--- config.mk ---
export PLATFORM = sky130hd
export DESIGN_NAME = sle_ctrl
export DESIGN_NICKNAME = d
export VERILOG_FILES = /design/src/rtl/sle_pkg.sv /design/src/rtl/sle_ctrl.sv
export SDC_FILE = /design/constraint.sdc
export NUM_CORES = 1
export LEC_CHECK = 0
export ABC_AREA = 1
export BUFFER_PORTS_ARGS = -buffer_cell sky130_fd_sc_hd__buf_2
export CORE_MARGIN = 2
export CORE_UTILIZATION = 26
export CTS_CLUSTER_DIAMETER = 80
export DETAILED_ROUTE_END_ITERATION = 7
export GPL_ROUTABILITY_DRIVEN = 0
export HOLD_SLACK_MARGIN = 0.12
export PLACE_DENSITY = 0.6
export SLEW_MARGIN = 10
export SYNTH_ARGS = -nofsm -noshare
export SYNTH_HDL_FRONTEND = slang
export SYNTH_SLANG_ARGS = --single-unit
--- constraint.sdc ---
create_clock -name i_clk -period 2.25 [get_ports i_clk]
set_input_delay 0.45 -clock i_clk [delete_from_list [all_inputs] [get_ports i_clk]]
set_output_delay 0.45 -clock i_clk [all_outputs]
set_load 0.01 [all_outputs]
--- src/rtl/sle_pkg.sv ---
// sorted list engine: shared item types, codes and handshake structs
// no dependencies; used by every module of the block
package sle_pkg;

    localparam int VALUE_W = 32;
    localparam int RANK_W  = 7;
    localparam int COUNT_W = 7;

    localparam logic [1:0] ACT_INSERT = 2'd0;
    localparam logic [1:0] ACT_REMOVE = 2'd1;
    localparam logic [1:0] ACT_FIND   = 2'd2;

    localparam logic [1:0] ST_DONE = 2'd0;
    localparam logic [1:0] ST_FULL = 2'd1;
    localparam logic [1:0] ST_MISS = 2'd2;

    typedef struct packed {
        logic [1:0]                action;
        logic signed [VALUE_W-1:0] value;
    } t_in_item;

    typedef struct packed {
        logic               found;
        logic [RANK_W-1:0]  rank;
        logic [COUNT_W-1:0] count;
        logic [1:0]         status;
    } t_out_item;

    // scan token flags rippling down the cell chain
    typedef struct packed {
        logic valid;
        logic eq_seen;
        logic stop_seen;
    } t_scan;

    // one-cycle commit command broadcast to all cells
    typedef struct packed {
        logic ins;
        logic rem;
    } t_cmd;

    typedef enum logic [1:0] {
        S_IDLE,
        S_SCAN,
        S_COMMIT
    } t_state;

endpackage

--- src/rtl/sle_ctrl.sv ---
// sorted list engine: request sequencer, entry count and result register
// depends on sle_pkg; drives the scan token and commit command of the chain
module sle_ctrl #(
    parameter int CAPACITY = 64,
    localparam int IW      = $clog2(CAPACITY),
    localparam int CW      = $clog2(CAPACITY + 1)
) (
    input  logic                               i_clk,
    input  logic                               i_rst_n,
    input  logic                               i_in_valid,
    output logic                               o_in_ready,
    input  sle_pkg::t_in_item                  i_in_data,
    output logic                               o_out_valid,
    input  logic                               i_out_ready,
    output sle_pkg::t_out_item                 o_out_data,
    output logic signed [sle_pkg::VALUE_W-1:0] o_key,
    output sle_pkg::t_scan                     o_tok,
    input  sle_pkg::t_scan                     i_tok_last,
    input  logic [IW-1:0]                      i_eq_pos,
    input  logic [IW-1:0]                      i_stop_pos,
    output sle_pkg::t_cmd                      o_cmd,
    output logic [IW-1:0]                      o_cmd_pos
);

    sle_pkg::t_state                    r_state, n_state;
    logic [1:0]                         r_action;
    logic signed [sle_pkg::VALUE_W-1:0] r_key;
    logic                               r_launch;
    logic                               r_found;
    logic [IW-1:0]                      r_eq_pos;
    logic [IW-1:0]                      r_stop_pos;
    logic [CW-1:0]                      r_count, n_count;
    logic                               r_out_valid;
    sle_pkg::t_out_item                 r_out_data, n_out_data;
    logic                               accept;
    logic                               out_free;
    logic                               commit;
    logic                               full;
    logic [IW-1:0]                      rank;

    assign out_free = !r_out_valid || i_out_ready;
    assign full     = (r_count == CW'(CAPACITY));
    assign accept   = i_in_valid && o_in_ready;

    always_comb begin
        n_state = r_state;
        unique case (r_state)
            sle_pkg::S_IDLE:   if (i_in_valid) n_state = sle_pkg::S_SCAN;
            sle_pkg::S_SCAN:   if (i_tok_last.valid) n_state = sle_pkg::S_COMMIT;
            sle_pkg::S_COMMIT: if (out_free) n_state = sle_pkg::S_IDLE;
            default:           n_state = sle_pkg::S_IDLE;
        endcase
    end

    always_comb begin
        o_in_ready = 1'b0;
        commit     = 1'b0;
        unique case (r_state)
            sle_pkg::S_IDLE:   o_in_ready = 1'b1;
            sle_pkg::S_SCAN:   o_in_ready = 1'b0;
            sle_pkg::S_COMMIT: commit = out_free;
            default:           o_in_ready = 1'b0;
        endcase
    end

    // result and list update from the scan outcome
    always_comb begin
        o_cmd      = '0;
        o_cmd_pos  = r_stop_pos;
        n_count    = r_count;
        rank       = '0;
        n_out_data.status = sle_pkg::ST_DONE;
        unique case (r_action)
            sle_pkg::ACT_INSERT: begin
                if (full) begin
                    n_out_data.status = sle_pkg::ST_FULL;
                end else begin
                    o_cmd.ins = commit;
                    o_cmd_pos = r_stop_pos;
                    rank      = r_stop_pos;
                    n_count   = r_count + CW'(1);
                end
            end
            sle_pkg::ACT_REMOVE: begin
                if (r_found) begin
                    o_cmd.rem = commit;
                    o_cmd_pos = r_eq_pos;
                    rank      = r_eq_pos;
                    n_count   = r_count - CW'(1);
                end else begin
                    n_out_data.status = sle_pkg::ST_MISS;
                end
            end
            default: begin
                // find, and the unused code handled the same way
                if (r_found) rank = r_eq_pos;
            end
        endcase
        n_out_data.found = r_found;
        n_out_data.rank  = sle_pkg::RANK_W'(rank);
        n_out_data.count = sle_pkg::COUNT_W'(n_count);
    end

    always_ff @(posedge i_clk) begin
        if (!i_rst_n) begin
            r_state     <= sle_pkg::S_IDLE;
            r_launch    <= 1'b0;
            r_count     <= '0;
            r_out_valid <= 1'b0;
        end else begin
            r_state  <= n_state;
            r_launch <= accept;
            if (commit) begin
                r_count <= n_count;
            end
            if (commit) begin
                r_out_valid <= 1'b1;
            end else if (i_out_ready) begin
                r_out_valid <= 1'b0;
            end
        end
    end

    always_ff @(posedge i_clk) begin
        if (accept) begin
            r_action <= i_in_data.action;
            r_key    <= i_in_data.value;
        end
        if (r_state == sle_pkg::S_SCAN && i_tok_last.valid) begin
            r_found    <= i_tok_last.eq_seen;
            r_eq_pos   <= i_eq_pos;
            r_stop_pos <= i_stop_pos;
        end
        if (commit) begin
            r_out_data <= n_out_data;
        end
    end

    always_comb begin
        o_tok.valid     = r_launch;
        o_tok.eq_seen   = 1'b0;
        o_tok.stop_seen = 1'b0;
    end

    assign o_key       = r_key;
    assign o_out_valid = r_out_valid;
    assign o_out_data  = r_out_data;

endmodule

## Word-level counts from Yosys, hierarchy flattened

Cells that the tools add are included.

| storage, ports and cells | value |
|---|---|
| word-level logic and storage cells | 53 |
| bits in registers | 74 |
| bits of input ports | 53 |

| operators by class | value |
|---|---|
| reductions and logical operators | 8 |
| equality and inequality tests | 7 |
| multiplexer cells | 23 |
| add/sub/neg operators | 2 |

Operators by type and width:

| operator | count |
|---|---|
| 6-bit two-way mux | 5 |
| 7-bit two-way mux | 2 |
| 7-bit case mux with 2 select lines | 1 |
| 1-bit two-way mux | 9 |
| 2-bit two-way mux | 4 |
| 7-bit by 1-bit adder with 7-bit output (second input constant) | 1 |
| 7-bit == test (second input constant) | 1 |
| 7-bit by 1-bit subtractor with 7-bit output (second input constant) | 1 |
| 2-bit inequality test (second input constant) | 3 |
| 2-bit case mux with 3 select lines | 1 |
| 2-bit by 1-bit == test with 1-bit output (second input constant) | 2 |
| 2-bit logical NOT | 2 |
| 2-bit case mux with 2 select lines | 1 |
| 3-bit AND reduction | 1 |
| 2-bit == test (second input constant) | 1 |
| 1-bit logical AND | 2 |
| 2-bit nonzero test | 1 |
| 1-bit logical NOT | 1 |
| 1-bit logical OR | 1 |

## Depth between registers and ports, before layout

| logic depth | value |
|---|---|
| word-level depth | 5 |
| depth in mapped cells | 11 |

## Worst setup path before layout

Ideal clock, no wire load.

| timing path | value |
|---|---|
| path type | reg2reg |
| start | register r_state[0] |
| end | register r_key, in the netlist o_key[0], enable pin |
| data required time | 1.861 ns |
| library setup time | 0.389 ns |
| cell stages (with the launch flop) | 4 |
| period minus slack after synthesis | 1.742 ns |
| path slack | 0.508 ns |
| path buffers | 0 |
| arrival | 1.353 ns |
| cell sequence | dfxtp_1 nor2_1 nand2_1 inv_1 |

| on the way | value |
|---|---|
| word-level cells in the longest chain between the ends | 3 |

RTL lines:

| what | RTL line | text |
|---|---|---|
| from (decl) | sle_ctrl.sv:25 | `sle_pkg::t_state r_state, n_state;` |
| from (signal assigned) | sle_ctrl.sv:106 | `r_state <= sle_pkg::S_IDLE;` |
| from (signal assigned) | sle_ctrl.sv:111 | `r_state <= n_state;` |
| 2-bit logical NOT | sle_ctrl.sv:58 | `unique case (r_state)` |
| 1-bit two-way mux | sle_ctrl.sv:58 |  |
| via o_in_ready | sle_ctrl.sv:11 | `output logic o_in_ready,` |
| 1-bit logical AND | sle_ctrl.sv:43 | `assign accept = i_in_valid && o_in_ready;` |
| via accept | sle_ctrl.sv:35 | `logic accept;` |
| to (signal assigned) | sle_ctrl.sv:127 | `r_key <= i_in_data.value;` |
| to (decl) | sle_ctrl.sv:27 | `logic signed [sle_pkg::VALUE_W-1:0] r_key;` |

The timed path passes the listed nets, and every way through them passes these cells.
A chain may end at the register's enable or synchronous reset.

## Worst setup path in the final report

| timing path | value |
|---|---|
| start | register r_action[0] |
| end | output o_cmd_pos[0] |

| on the way | value |
|---|---|
| word-level cells in the longest chain between the ends | 2 |

RTL lines:

| what | RTL line | text |
|---|---|---|
| from (decl) | sle_ctrl.sv:26 | `logic [1:0] r_action;` |
| from (signal assigned) | sle_ctrl.sv:126 | `r_action <= i_in_data.action;` |
| 2-bit by 1-bit == test with 1-bit output | sle_ctrl.sv:73 | `unique case (r_action)` |
| 6-bit two-way mux | - |  |
| to (decl) | sle_ctrl.sv:22 | `output logic [IW-1:0] o_cmd_pos` |

Every way passes these cells.

==> results.py <==
metrics = {
    "run_status": {
        "outcome": "complete, no violations",
    },
    "power": {
        "peakVddDrop_uv": 433,
        "p_leak_nw": 1.81,
        "powerDensity_nw_per_um2": 837,
    },
    "sta": {
        "clock_skew_ps": 9.03,
        "final-setup-viol-count": 0,
        "fmax_ghz": 0.476,
        "tns_ps": 0,
        "fin_crit_sh": 0.933,
        "hold_violations": 0,
        "rsz0062_at_grt": "false",
        "final_max_slew_viol_count": 0,
        "layout_min_cycle_time_ps": 2100,
    },
    "critical_path": {
        "rr_worst_depth": 9,
        "critPathTopFamily": "flip-flops",
        "path_cells": "inv_2 -> nor2_4 -> nand2_1 -> inv_2 -> o22ai_1 -> buf_2",
        "cp_slowest_stage_delay_ps": 450,
        "path_depth": 6,
        "critical_path_class": "reg -> out",
        "critPathLaunchType": "flip-flop",
        "crit_fanout": 8,
        "critPathRequiredTime_ps": 1800,
        "cp-end-kind": "output port",
        "crit_path_frequent_cell": "inv_2",
        "arrival_ps": 1650,
        "cp_num_buf_inv": 3,
        "slowest_stage": "edfxtp_1",
    },
    "logic_synthesis": {
        "synth_top_area_frac": 0.624,
        "synth_area_leaders": "edfxtp_1, dfxtp_1, nand2_1",
        "yosysSeqAreaShare": 0.697,
        "ys_warn_count": 0,
        "syn_avg_cell_area_um2": 12.0,
        "synth_top_area_cell": "edfxtp_1",
        "ys_ff_latch": 74,
        "syn_area_um2": 3030,
        "synth_cell_type_count": 24,
        "postSynthCellCount": 252,
    },
    "min_path": {
        "hold_path_depth": 1,
        "hold_class": "in -> reg",
    },
    "drt": {
        "vias_per_cell": 4.30,
        "postRouteAntennaNets": 0,
        "drt_iter0_drc": 106,
        "drt_wl_total_um": 7000,
        "wl_per_cell_um": 13.5,
        "drc_errors": 0,
        "route.vias.total": 2237,
        "drt_pre_antenna_iters": 6,
    },
    "flow_run": {
        "maxCapViolations": 0,
    },
    "cts": {
        "clk_path_buf_depth": 2,
        "tritoncts": "done",
        "postCtsHoldBufs": 0,
        "cts_setup_buffers": 0,
        "cts_made_buffers": 9,
        "ctsHtreeMaxLevel": 3,
        "cts-root-buf": "clkbuf_16",
        "path_clk_slew_ps": 60,
        "clock_latency_ps": 340,
        "numClockSinks": 74,
        "cts-resized-gates": 0,
    },
    "finish": {
        "fillers": 1159,
        "layout-drive-gt1-share": 0.395,
        "multi_input_area_um2": 704,
        "area_delta_synth_final_pct": 34.1,
        "register_area_um2": 2110,
        "nets": 428,
        "utilization": 0.356,
        "antenna_cells": 0,
    },
    "global_routing": {
        "grt_pass1_wl_um": 11100,
        "antenna_found_initial": 0,
        "gr-total-overflow": 0,
        "grt_pass1_vias": 2213,
        "grt_start_max_net_pins": 33,
        "grt_usage": 0.116,
    },
    "floorplan": {
        "die_area_um2": 12500,
        "num_io_pins": 115,
        "core_area_um2": 11400,
        "start_util": 0.265,
        "rows": 39,
        "die_y_um": 112,
        "die_w_um": 112,
    },
    "placement": {
        "hpwl_um": 5150,
        "io_buffers": 110,
    },
}
## cell usage after synthesis
library cell / n
edfxtp_1: 63
nand2_1: 42
inv_1: 35
nand3_1: 21
o22ai_1: 12
dfxtp_1: 11
nor2_1: 11
a21oi_1: 10
nor2_4: 8
nand4_1: 7
inv_2: 5
o21ai_0: 5
buf_4: 4
buf_2: 3
ha_1: 3
o21ai_1: 3
buf_6: 2
clkinv_1: 1
conb_1: 1
nand2_4: 1
nand3_2: 1
o21a_1: 1
o221ai_2: 1
xor2_1: 1
## path summary, 6_finish.rpt
check,start,to,slack (ps)
setup / recovery,r_action[0]$_DFFE_PP_,o_cmd_pos[0],150
setup reg to reg,r_count[0]$_SDFFE_PN0P_,o_out_data[4]$_DFFE_PP_,760
hold reg to reg,r_state[0]$_SDFFE_PN0P_,r_state[0]$_SDFFE_PN0P_,540
hold / removal,i_eq_pos[5],r_eq_pos[5]$_DFFE_PP_,290
## power by group
part	internal, mW	switching, mW
clock network	0.968	0.559
logic	0.109	0.171
registers	1.57	0.0269
total	2.64	0.756
## kinds of logic after synthesis
family | count (synthesis) | share of synthesized area
AOI/OAI and AO/OA | 32 | 0.0619
other | 1 | 0.00124
DFF | 74 | 0.697
adders and majority gates | 3 | 0.0124
and+or+nand+nor | 91 | 0.152
buffers and inverters | 50 | 0.0731
xor gates and xnor gates | 1 | 0.00289
## state kept, by name, summed over array words and instances (netlist names)
signal,cells
r_stop_pos,6
o_key,32
r_count,7
r_found,1
o_out_data,16
r_launch,1
r_state,2
r_action,2
r_eq_pos,6
o_out_valid,1
## cell usage in the layout (no fill, tap or decap), drive strengths merged
| cell type | n |
|---|---|
| buf | 116 |
| edfxtp | 63 |
| nand2 | 43 |
| inv | 41 |
| nand3 | 22 |
| nor2 | 19 |
| o22ai | 12 |
| dfxtp | 11 |
| a21oi | 10 |
| clkbuf | 9 |
| o21ai | 8 |
| nand4 | 7 |
| clkinv | 5 |
| ha | 3 |
| conb | 3 |
| bufinv | 2 |
| o221ai | 1 |
| xor2 | 1 |
| o21a | 1 |
## stage by stage
| stage | setup WS (ps) | cells | hold slack (ps) | cell area [um2] | power, mW |
|---|---|---|---|---|---|
| 2_1_floorplan | 508 | 254 | 421 | 3040 | 1.77 |
| 3_3_place_gp | 437 | 504 | 529 | 3740 | 1.90 |
| 3_5_place_dp | 445 | 504 | 538 | 3740 | 1.90 |
| 4_1_cts | 82.9 | 520 | 277 | 4060 | 3.44 |
| 5_1_grt | 72.7 | 520 | 274 | 4060 | 3.53 |
| 6_report | 151 | 520 | 288 | 4060 | 3.40 |
## worst register-to-register path, delay by kind of cell (launching register included)
family                   cells  cell delay [ps]
flip-flops                   1              370
adder cells (fa/ha/maj)      1              160
AND/OR/NAND/NOR              5              410
buffers and inverters        3              310
## metal layers
| layer | track usage | wire length (um) | vias up |
|---|---|---|---|
| met1 | 0.134 | 2820 | 997 |
| met3 | 0.0631 | 942 | 12 |
| met2 | 0.177 | 3080 | 124 |
| met4 | 0.0545 | 153 | 0 |
| met5 | 0 | 0 | - |
| li1 | - | - | 1104 |
## final cells by class
cell class	count	area share
multi-input combinational	130	0.173
clock buffer	9	0.0554
clock inverter	7	0.0225
tap	143	0.0440
sequential	74	0.520
inverter	41	0.0379
timing repair buffer	116	0.147
No activity file was read; power rests on OpenSTA's default activity.
