--- src/rtl/sle_pkg.sv ---
// sorted list engine: shared item types, codes and handshake structs
// no dependencies; used by every module of the block
package sle_pkg;

    localparam int VALUE_W = 32;
    localparam int RANK_W  = 7;
    localparam int COUNT_W = 7;

    localparam logic [1:0] ACT_INSERT = 2'd0;
    localparam logic [1:0] ACT_REMOVE = 2'd1;
    localparam logic [1:0] ACT_FIND   = 2'd2;

    localparam logic [1:0] ST_DONE = 2'd0;
    localparam logic [1:0] ST_FULL = 2'd1;
    localparam logic [1:0] ST_MISS = 2'd2;

    typedef struct packed {
        logic [1:0]                action;
        logic signed [VALUE_W-1:0] value;
    } t_in_item;

    typedef struct packed {
        logic               found;
        logic [RANK_W-1:0]  rank;
        logic [COUNT_W-1:0] count;
        logic [1:0]         status;
    } t_out_item;

    // scan token flags rippling down the cell chain
    typedef struct packed {
        logic valid;
        logic eq_seen;
        logic stop_seen;
    } t_scan;

    // one-cycle commit command broadcast to all cells
    typedef struct packed {
        logic ins;
        logic rem;
    } t_cmd;

    typedef enum logic [1:0] {
        S_IDLE,
        S_SCAN,
        S_COMMIT
    } t_state;

endpackage

--- src/rtl/sle_cell.sv ---
// sorted list engine: one storage cell of the chain, holds the entry at its rank
// depends on sle_pkg; neighbors feed the token and shift data
module sle_cell #(
    parameter int CAPACITY = 64,
    parameter int INDEX    = 0,
    localparam int IW      = $clog2(CAPACITY)
) (
    input  logic                              i_clk,
    input  logic                              i_rst_n,
    input  logic signed [sle_pkg::VALUE_W-1:0] i_key,
    input  logic                              i_descending,
    input  sle_pkg::t_scan                    i_tok,
    input  logic [IW-1:0]                     i_eq_pos,
    input  logic [IW-1:0]                     i_stop_pos,
    input  sle_pkg::t_cmd                     i_cmd,
    input  logic [IW-1:0]                     i_cmd_pos,
    input  logic signed [sle_pkg::VALUE_W-1:0] i_prev_value,
    input  logic                              i_prev_valid,
    input  logic signed [sle_pkg::VALUE_W-1:0] i_next_value,
    input  logic                              i_next_valid,
    output sle_pkg::t_scan                    o_tok,
    output logic [IW-1:0]                     o_eq_pos,
    output logic [IW-1:0]                     o_stop_pos,
    output logic signed [sle_pkg::VALUE_W-1:0] o_value,
    output logic                              o_valid
);

    localparam logic [IW-1:0] IDX = IW'(INDEX);

    logic signed [sle_pkg::VALUE_W-1:0] r_value, n_value;
    logic                               r_valid, n_valid;
    sle_pkg::t_scan                     r_tok, n_tok;
    logic [IW-1:0]                      r_eq_pos, n_eq_pos;
    logic [IW-1:0]                      r_stop_pos, n_stop_pos;
    logic                               ahead;
    logic                               hit;
    logic                               stop_here;

    // stored value stays ahead of the key in the current order
    assign ahead     = i_descending ? (r_value >= i_key) : (r_value <= i_key);
    assign hit       = r_valid && (r_value == i_key);
    assign stop_here = !r_valid || !ahead;

    always_comb begin
        n_tok.valid     = i_tok.valid;
        n_tok.eq_seen   = i_tok.eq_seen | hit;
        n_tok.stop_seen = i_tok.stop_seen | stop_here;
        n_eq_pos        = i_tok.eq_seen ? i_eq_pos : IDX;
        n_stop_pos      = i_tok.stop_seen ? i_stop_pos : IDX;
    end

    always_comb begin
        n_value = r_value;
        n_valid = r_valid;
        if (i_cmd.ins) begin
            if (IDX > i_cmd_pos) begin
                n_value = i_prev_value;
                n_valid = i_prev_valid;
            end else if (IDX == i_cmd_pos) begin
                n_value = i_key;
                n_valid = 1'b1;
            end
        end else if (i_cmd.rem) begin
            if (IDX >= i_cmd_pos) begin
                n_value = i_next_value;
                n_valid = i_next_valid;
            end
        end
    end

    always_ff @(posedge i_clk) begin
        if (!i_rst_n) begin
            r_valid   <= 1'b0;
            r_tok     <= '0;
        end else begin
            r_valid   <= n_valid;
            r_tok     <= n_tok;
        end
    end

    always_ff @(posedge i_clk) begin
        r_value    <= n_value;
        r_eq_pos   <= n_eq_pos;
        r_stop_pos <= n_stop_pos;
    end

    assign o_tok      = r_tok;
    assign o_eq_pos   = r_eq_pos;
    assign o_stop_pos = r_stop_pos;
    assign o_value    = r_value;
    assign o_valid    = r_valid;

endmodule

--- config.mk ---
export PLATFORM = sky130hd
export DESIGN_NAME = sle_cell
export DESIGN_NICKNAME = d
export VERILOG_FILES = /design/src/rtl/sle_pkg.sv /design/src/rtl/sle_cell.sv
export SDC_FILE = /design/constraint.sdc
export NUM_CORES = 1
export LEC_CHECK = 0
export BUFFER_PORTS_ARGS = -buffer_cell sky130_fd_sc_hd__buf_2
export CAP_MARGIN = 40
export CORE_MARGIN = 3
export CORE_UTILIZATION = 41
export CTS_CLUSTER_DIAMETER = 200
export DETAILED_ROUTE_END_ITERATION = 8
export PLACE_DENSITY = 0.87
export SYNTH_ARGS = -nofsm -noshare
export SYNTH_HDL_FRONTEND = slang
export SYNTH_SLANG_ARGS = --single-unit
--- constraint.sdc ---
create_clock -name i_clk -period 5.2 [get_ports i_clk]
set_clock_uncertainty 0.15 [all_clocks]
set_input_delay 1.04 -clock i_clk [delete_from_list [all_inputs] [get_ports i_clk]]
set_output_delay 1.04 -clock i_clk [all_outputs]
set_load 0.05 [all_outputs]
Yosys cells after proc, flatten, opt, wreduce, memory -nomap -nowiden
Index checks and enable logic that the tools add are counted.

operators by class
  magnitude comparators = 4
  eq/ne operators = 2
  muxes and demuxes = 11
  bitwise operators = 2
  reductions and logical operators = 8

operators by type and width
  kind                  count
  $mux W32              5
  $eq A32 B32 Y1        1
  $ge A32 B32 Y1        1
  $le A32 B32 Y1        1
  $ge A1 B6 Y1 const A  1
  $gt A1 B6 Y1 const A  1
  $logic_not A6 Y1      1
  $mux W1               6
  $reduce_bool A2 Y1    2
  $ne A3 B1 Y1 const B  1
  $reduce_and A3 Y1     1
  $logic_not A1 Y1      2
  $or A1 B1 Y1          2
  $logic_and A1 B1 Y1   1
  $logic_or A1 B1 Y1    1

storage, ports and cells
  flip-flop bits (word level) = 48
  input port bits = 124
  output and inout bits = 48
  logic and storage cells = 34

Depth between registers and ports, before layout
Gate-level depths: netlist of run 1.

  depth after elaboration = 5
  mapped depth = 8
  depth with buffers taken out = 8

Worst setup path after synthesis of run 1
OpenSTA, ideal clock, no wires.

  kind = input -> register
  start point = input port i_cmd_pos[3]
  end point = register r_value (netlist bit o_value[0]), enable pin
  setup time = 446 ps
  arrival = 3430 ps
  data required time = 4604 ps
  slack = 1174 ps
  cell stages on the path = 2
  buffers on the path = 0
  cell sequence = or4_1 -> nor4_2

between the ends
  cells in the longest elaborated chain, start to end = 3
  elaborated cells on any way between the ends = 6
  classes of those cells = order compare: 2; eq/ne: 1; reduce/logical: 3

RTL lines
  element                                                              line            text
  start, declared                                                      sle_cell.sv:16  input logic [IW-1:0] i_cmd_pos,
  $gt A1 B6 Y1, or another cell as far along                           sle_cell.sv:56  if (IDX > i_cmd_pos) begin
  $ne A3 B1 Y1 (no source line) or $reduce_bool A2 Y1 (tied branches)  n/a
  $reduce_and A3 Y1 (no source line) (*)                               n/a
  end signal, assigned                                                 sle_cell.sv:82  r_value <= n_value;
  end, declared                                                        sle_cell.sv:30  logic signed [sle_pkg::VALUE_W-1:0] r_value, n_value;

Mark *: on every way between the ends. The rest lies on a longest branch, timed or not.
A chain may end at the register's enable or synchronous reset.

Final worst setup path of run 1
  start point = input port i_cmd[1] (netlist bit)
  end point = register r_valid (netlist: o_valid)

between the ends
  cells in the longest elaborated chain, start to end = 2
  elaborated cells on any way between the ends = 5
  classes of those cells = eq/ne: 1; mux: 1; reduce/logical: 3

RTL lines
  element                                                              line            text
  start, declared                                                      sle_cell.sv:15  input sle_pkg::t_cmd i_cmd,
  $ne A3 B1 Y1 (no source line) or $reduce_bool A2 Y1 (tied branches)  n/a
  $reduce_and A3 Y1 (no source line)                                   n/a
  end signal, assigned                                                 sle_cell.sv:76  r_valid <= n_valid;
  end, declared                                                        sle_cell.sv:31  logic r_valid, n_valid;

Several ways; a longest one is shown, not always the timed one.

==> results.cfg, run 1 <==
[critical_path]
cp_num_buf_inv = 3
path_common_cell = nor2_1
rr_endpoint = o_tok[0]$_SDFF_PN0_
startpoint_type = primary input
critPathTopFamily = buffers and inverters
crit_type = in2reg
r2r-start = o_value[15]$_DFFE_PP_
r2r_cells = 7
startpoint = i_cmd[1]
slowest_delay_ns = 0.59
worst-r2r-setup-slack_ns = 2.90
cp_slowest_cell = buf_2
arrival_ns = 2.97
crit_fanout = 34
crit_path_end_kind = flip-flop
path_depth = 7
path_cells = buf_2 > nor2_1 > nor4_4 > buf_6 > buf_4 > nor2_1 > a211oi_1
worstSetupEndpoint = o_valid$_SDFFE_PN0P_
worstPathRequired_ns = 5.26

[synthesis]
yosysSeqAreaShare_pct = 47.8
ys_ff_latch = 48
avgSynthCellArea_sq_um = 11.8
syn_area_sq_um = 2680
yosys_warnings = 0
syn-instance-count = 228
syn-num-nets = 384
synth_top_area_cell = edfxtp_1
yosysTopAreaCellShare_pct = 35.8
synthDistinctLibCells = 34
synthTopCellsByArea = edfxtp_1 (36%), ha_1 (15%), mux2_2 (12%)

[clock_network]
cts.sinks = 48
clk_latency_ns = 0.30
clock_path_buffers = 2
cts_resized = 0
numCtsBuffers = 5
cts_tree = yes
cts-root-buf = clkbuf_8
hold_buffers = 0
cts_htree_levels = 2
post_cts_buffers = 0
path_clk_slew_ns = 0.08

[cells_and_area]
final_area_sq_um = 3570
fill_cells = 546
layout-drive-gt1-share_pct = 48.7
areaGrowthSynthToFinish_pct = 33.1
layout.nets = 527
diodes = 0

[floorplanning]
die_x_um = 86.9
dieHeight_um = 86.9
dieArea_sq_um = 7550
io_pins = 172
start_util_pct = 43.8
core_sq_um = 6130
placementRows = 28

[power_and_ir_drop]
peakVddDrop_uv = 129
p_leak_nw = 1.76
power.density_nw_per_um2 = 224

[sta]
finalSetupTns_ns = 0
max_clock_freq_ghz = 0.344
setup_viol = 0
max_slew.worst_pin.slew_ns = 0.774
final_max_slew_viol_count = 0
finalCritPeriodShare_pct = 55.8
slew_headroom_pct = 48.4
period_needed_ns = 2.90
grt_setup_unrepaired = no
hold_violations = 0

[placed_design]
placed_cell_area_sq_um = 3480
portBuffers = 138
hpwl_um = 5230
gp_congestion = 0.713

[global_route]
overflow = 0
antenna_found_initial = 0
grt_pass1_vias = 2336
grt_start_max_net_pins = 35
grt_pass1_wl_um = 10400
track_usage_pct = 17.4

[routing]
vias = 2193
drc_errors = 0
drtAntennaViolNets = 0
vias_per_cell = 4.91
routed_wl_um = 6380
drtPass1Iterations = 3
wl_per_cell_um = 14.3
drt_iter0_drc = 50

[run_status]
status = complete, no violations

[run]
max-cap-violations = 0

[hold_path]
holdCritPathClass = reg2reg
==> worst register-to-register path: cells and delay by family (launching register included) <==
family                     cells  cell delay [ns]
and+or+nand+nor                4             1.01
DFF                            1             0.42
adders and majority gates      1             0.32
AOI/OAI and AO/OA              1             0.17
muxes                          1             0.12
==> metrics by stage <==
stage                     setup WS (ns)  instances  hold WS [ns]  utilization, %  power, mW
after floorplan                    1.17        228         0.587               -      0.521
after global placement             1.59        438         0.397            56.6      0.574
after detailed placement           1.94        439         0.401            56.8      0.579
after CTS                          2.27        447         0.414            58.2      0.814
after global routing               2.07        447         0.463            58.2      0.846
final                              2.30        447         0.412            58.2      0.801
==> where the power goes <==
part / switching (mW) / internal [mW]
Combinational: 0.0823 / 0.0668
Clock: 0.124 / 0.109
Sequential: 0.00255 / 0.417
==> registers in the layout, summed over array words and instances (netlist names) <==
name and cells:
o_valid 1, o_stop_pos 6, o_tok 3, o_value 32
o_eq_pos 6
==> routing by layer <==
metal  routed length (um)  track usage, %  part of all wire (%)
met1                 2610            20.4                    41
met2                 3140            30.3                    49
met3                  546            5.11                   8.6
met4                   89            5.38                   1.4
met5                    0               0                     0
==> cell usage in the layout, fill, tap and decap left out, types with 2 or more instances in the layout <==
master | Yosys | layout
o21ai_0 | 5 | 5
nor2_1 | 6 | 6
a21o_1 | 3 | 3
edfxtp_1 | 32 | 32
mux2_1 | 3 | 3
nand2_1 | 9 | 9
clkbuf_8 | 0 | 6
mux2_2 | 29 | 29
dfxtp_1 | 16 | 16
ha_1 | 32 | 32
nor4_4 | 1 | 2
and4_1 | 2 | 2
inv_1 | 34 | 34
a21oi_1 | 12 | 12
clkbuf_1 | 4 | 2
nand4_1 | 5 | 5
buf_2 | 0 | 138
nand3_1 | 4 | 4
and2_1 | 13 | 13
==> cells by family (layout without fill, tap and decap cells) <==
logic type               Yosys count  count (layout)  share of synthesized area [%]
buffers and inverters             38             182                           5.32
flip-flops                        48              48                           47.8
adder cells (fa/ha/maj)           32              32                           14.9
XOR/XNOR                           1               1                          0.327
AND/OR/NAND/NOR                   47              47                           10.8
multiplexers                      33              33                           13.8
AO/OA/AOI/OAI                     29              29                           7.04
==> cell usage after synthesis (all sizes together) <==
cell / number
a311oi: 1
nand2b: 1
nor3: 1
nor2: 6
edfxtp: 32
a221oi: 1
or4: 1
a41oi: 1
nor4: 3
nand2: 9
and4: 2
a211oi: 1
nor2b: 1
mux2: 32
dfxtp: 16
mux2i: 1
xor2: 1
inv: 34
nand3: 4
clkbuf: 4
a21o: 3
a21boi: 1
a221o: 1
o21ai: 5
o211ai: 1
ha: 32
and2: 13
nand4: 6
a21oi: 12
o31ai: 1
a31oi: 1
==> worst min path at each step <==
stage,startpoint,endpoint,slack [ns],depth (start not counted)
6_report,o_valid$_SDFFE_PN0P_,o_valid$_SDFFE_PN0P_,0.41,2
5_1_grt,o_valid$_SDFFE_PN0P_,o_valid$_SDFFE_PN0P_,0.46,2
3_5_place_dp,o_valid$_SDFFE_PN0P_,o_valid$_SDFFE_PN0P_,0.40,2
3_3_place_gp,o_valid$_SDFFE_PN0P_,o_valid$_SDFFE_PN0P_,0.40,2
2_1_floorplan,o_valid$_SDFFE_PN0P_,o_valid$_SDFFE_PN0P_,0.59,2
4_1_cts,o_valid$_SDFFE_PN0P_,o_valid$_SDFFE_PN0P_,0.41,2
==> layout make-up <==
type / instances / area, sq um / area share, %
repair buffers: 140 / 709 / 19.9
multi-input cells: 142 / 1270 / 35.5
well taps: 75 / 93.8 / 2.63
clock buffers: 8 / 90.1 / 2.52
flip-flops and latches: 48 / 1280 / 35.9
inverters: 34 / 128 / 3.58
(Power assumes the default switching activity.)
==> run 2: changes to the inputs <==
ABC_AREA = 1   (was not set)
CORE_UTILIZATION = 39   (was 41)
clock period = 2.4 ns   (was 5.2 ns; I/O delays follow)
==> run 2 against run 1 <==
  * Clock power is 140% higher
  * Worst hold slack worse by 0.21 ns
  * Core utilization is 3.2 points lower
  * Largest cell class unchanged
  * Highest routed layer unchanged
==> results.cfg, run 2 <==
[power_and_ir_drop]
pwr-share-clk_pct = 31.1
power.density_nw_per_um2 = 500
p_sw_share_pct = 27.1
p_leak_nw = 1.97
p_int_mw = 1.30
peakVddDrop_uv = 385
pwr-share-comb_pct = 18.0
power_frac_seq_pct = 50.9
p_total_mw = 1.79
p_switching_mw = 0.484

[cells_and_area]
diodes = 0
largest_reg_flops = 32
layout.nets = 600
fin_util_pct = 55.0
areaGrowthSynthToFinish_pct = 33.8
layout-drive-gt1-share_pct = 36.6
final_cell_mix = buf_2 (138), inv_1 (52), nand2_1 (49), a21oi_1 (45), nor2_1 (43)
final_common_cell = buf_2

[sta]
finalSetupTns_ns = 0
fin_ws_ns = 0.604
grt_setup_unrepaired = no
hold_violations = 0
max_clock_freq_ghz = 0.557
final_max_slew_viol_count = 0
max_slew.worst_pin.slew_ns = 0.349
slew_headroom_pct = 76.8
fin_hold_ws_ns = 0.204
finalCritPeriodShare_pct = 74.8
period_needed_ns = 1.80
setup_viol = 0

[global_route]
grt_pass1_vias = 2434
grt_start_max_net_pins = 36
track_usage_pct = 16.2
grt_pass1_wl_um = 10100
antenna_found_initial = 0
overflow = 0

[critical_path]
slowest_delay_ns = 0.41
r2r-start = o_value[17]$_DFFE_PP_
worst-r2r-setup-slack_ns = 0.60
arrival_ns = 1.89
critPathTopFamily = simple AND/OR/NAND/NOR gates
worstPathRequired_ns = 2.49
rr_endpoint = o_tok[0]$_SDFF_PN0_
path_common_cell = nand2_1
crit_fanout = 2
startpoint_type = flip-flop
crit_type = reg2reg
crit_path_end_kind = flip-flop
path_cells = ha_1 > nand2_1 > nand2_1 > nand2_1 > nand2_1 > nand2_1 > nand2_1 > a21oi_2 > nand2_1 > nand2_1 > nand3_2 > a21oi_2
r2r_cells = 12
cp_slowest_cell = edfxtp_1
cp_num_buf_inv = 0

[clock_network]
clk_latency_ns = 0.30
cts_htree_levels = 2
hold_buffers = 0
path_clk_slew_ns = 0.10
clock_path_buffers = 2
cts-root-buf = clkbuf_8
post_cts_buffers = 0
numCtsBuffers = 5
cts.sinks = 48
cts_tree = yes
cts_resized = 0

[placed_design]
hpwl_um = 5240
place_ws_ns = 0.375
portBuffers = 138
gp_congestion = 0.740

[routing]
drc_errors = 0
routed_wl_um = 6360
vias = 2439
vias_per_cell = 4.67
drtAntennaViolNets = 0
met2_length_um = 3240
met1Wirelength_um = 2590
wl_met3_um = 497
maxUsedRoutingLayer = met4
drt_iter0_drc = 56
wl_per_cell_um = 12.2
drtPass1Iterations = 4

[synthesis]
yosysTopAreaCellShare_pct = 36.0
synth_ff_type = edfxtp_1
synth_top_area_cell = edfxtp_1
synthDistinctLibCells = 27
yosys-top-cells-count = inv_1 (52), nand2_1 (49), a21oi_1 (45), nor2_1 (43)
ys_ff_latch = 48
syn-instance-count = 303
async_reset_ff_share_pct = 0
avgSynthCellArea_sq_um = 8.82
synth.most_common_cell = inv_1
yosysSeqAreaShare_pct = 47.9
syn_area_sq_um = 2670
synth_edf_count = 32
synthTopCellsByArea = edfxtp_1 (36%), ha_1 (15%), dfxtp_1 (12%)
syn-num-nets = 459
yosys_warnings = 0

[floorplanning]
io_pins = 172
dieHeight_um = 88.8
core_sq_um = 6490
die_x_um = 88.8
placementRows = 29
dieArea_sq_um = 7880
start_util_pct = 41.1

[hold_path]
hold_depth = 3
whs_endpoint = o_stop_pos[2]$_SDFF_PN0_
min-delay-start = i_stop_pos[2]
holdCritPathClass = in2reg

[run]
max-cap-violations = 0

[run_status]
status = complete, no violations
-- run 2: changes by cell type after synthesis, sizes merged, moves of 7 or more --
cell   change
buf        +7
nor2      +39
and2      -13
mux2      -31
nand2     +43
inv       +21
a21oi     +35
-- run 2: stage by stage --
step                      cells  cell area (sq um)
after floorplan             303               2670
after global placement      514               3460
after detailed placement    514               3460
after CTS                   522               3570
after global routing        522               3570
final                       522               3570
-- run 2: final cells by class --
type / count / area (sq um)
Inverter: 56 / 210
Tap cell: 77 / 96.3
Timing Repair Buffer: 141 / 726
Fill cell: 604 / 2920
Clock buffer: 6 / 93.8
Sequential cell: 48 / 1280
Clock inverter: 2 / 17.5
Multi-Input combinational cell: 192 / 1150
-- run 2: worst max path at each step --
stage / start / end / cells past startpoint
after floorplan: i_cmd_pos[2] / o_value[0]$_DFFE_PP_ / 2
after global placement: i_key[15] / o_tok[0]$_SDFF_PN0_ / 12
after detailed placement: i_key[17] / o_tok[0]$_SDFF_PN0_ / 14
after CTS: o_value[17]$_DFFE_PP_ / o_tok[0]$_SDFF_PN0_ / 12
after global routing: o_value[17]$_DFFE_PP_ / o_tok[0]$_SDFF_PN0_ / 12
final: o_value[17]$_DFFE_PP_ / o_tok[0]$_SDFF_PN0_ / 12
-- run 2: cells by family (layout without fill, tap and decap cells) --
group | count (synthesis) | in the layout | share of synthesized area, %
muxes | 1 | 1 | 0.421
and+or+nand+nor | 103 | 103 | 16.2
adders and majority gates | 32 | 32 | 15.0
xor gates and xnor gates | 1 | 1 | 0.328
DFF | 48 | 48 | 47.9
AOI/OAI and AO/OA | 55 | 55 | 11.1
buffers and inverters | 63 | 205 | 9.04
-- run 2: power by group through the flow --
stage / sequential (mW) / clock, mW / combinational, mW
after global routing: 0.911 / 0.619 / 0.364
final: 0.909 / 0.555 / 0.322
after floorplan: 0.994 / 0 / 0.134
after global placement: 0.927 / 0 / 0.314
after CTS: 0.909 / 0.586 / 0.326
after detailed placement: 0.928 / 0 / 0.325
-- run 2: worst register-to-register path: stages (launching register included) --
cell	delay [ns]
edfxtp_1	0.41
ha_1	0.33
nand2_1	0.08
nand2_1	0.06
nand2_1	0.05
nand2_1	0.05
nand2_1	0.06
nand2_1	0.07
a21oi_2	0.18
nand2_1	0.08
nand2_1	0.07
nand3_2	0.06
a21oi_2	0.10
-- run 2: per-layer routing --
metal / track usage [%] / up-vias
li1: - / 1267
met1: 17.7 / 1083
met2: 31.2 / 87
met3: 4.28 / 2
met4: 3.30 / 0
met5: 0 / -
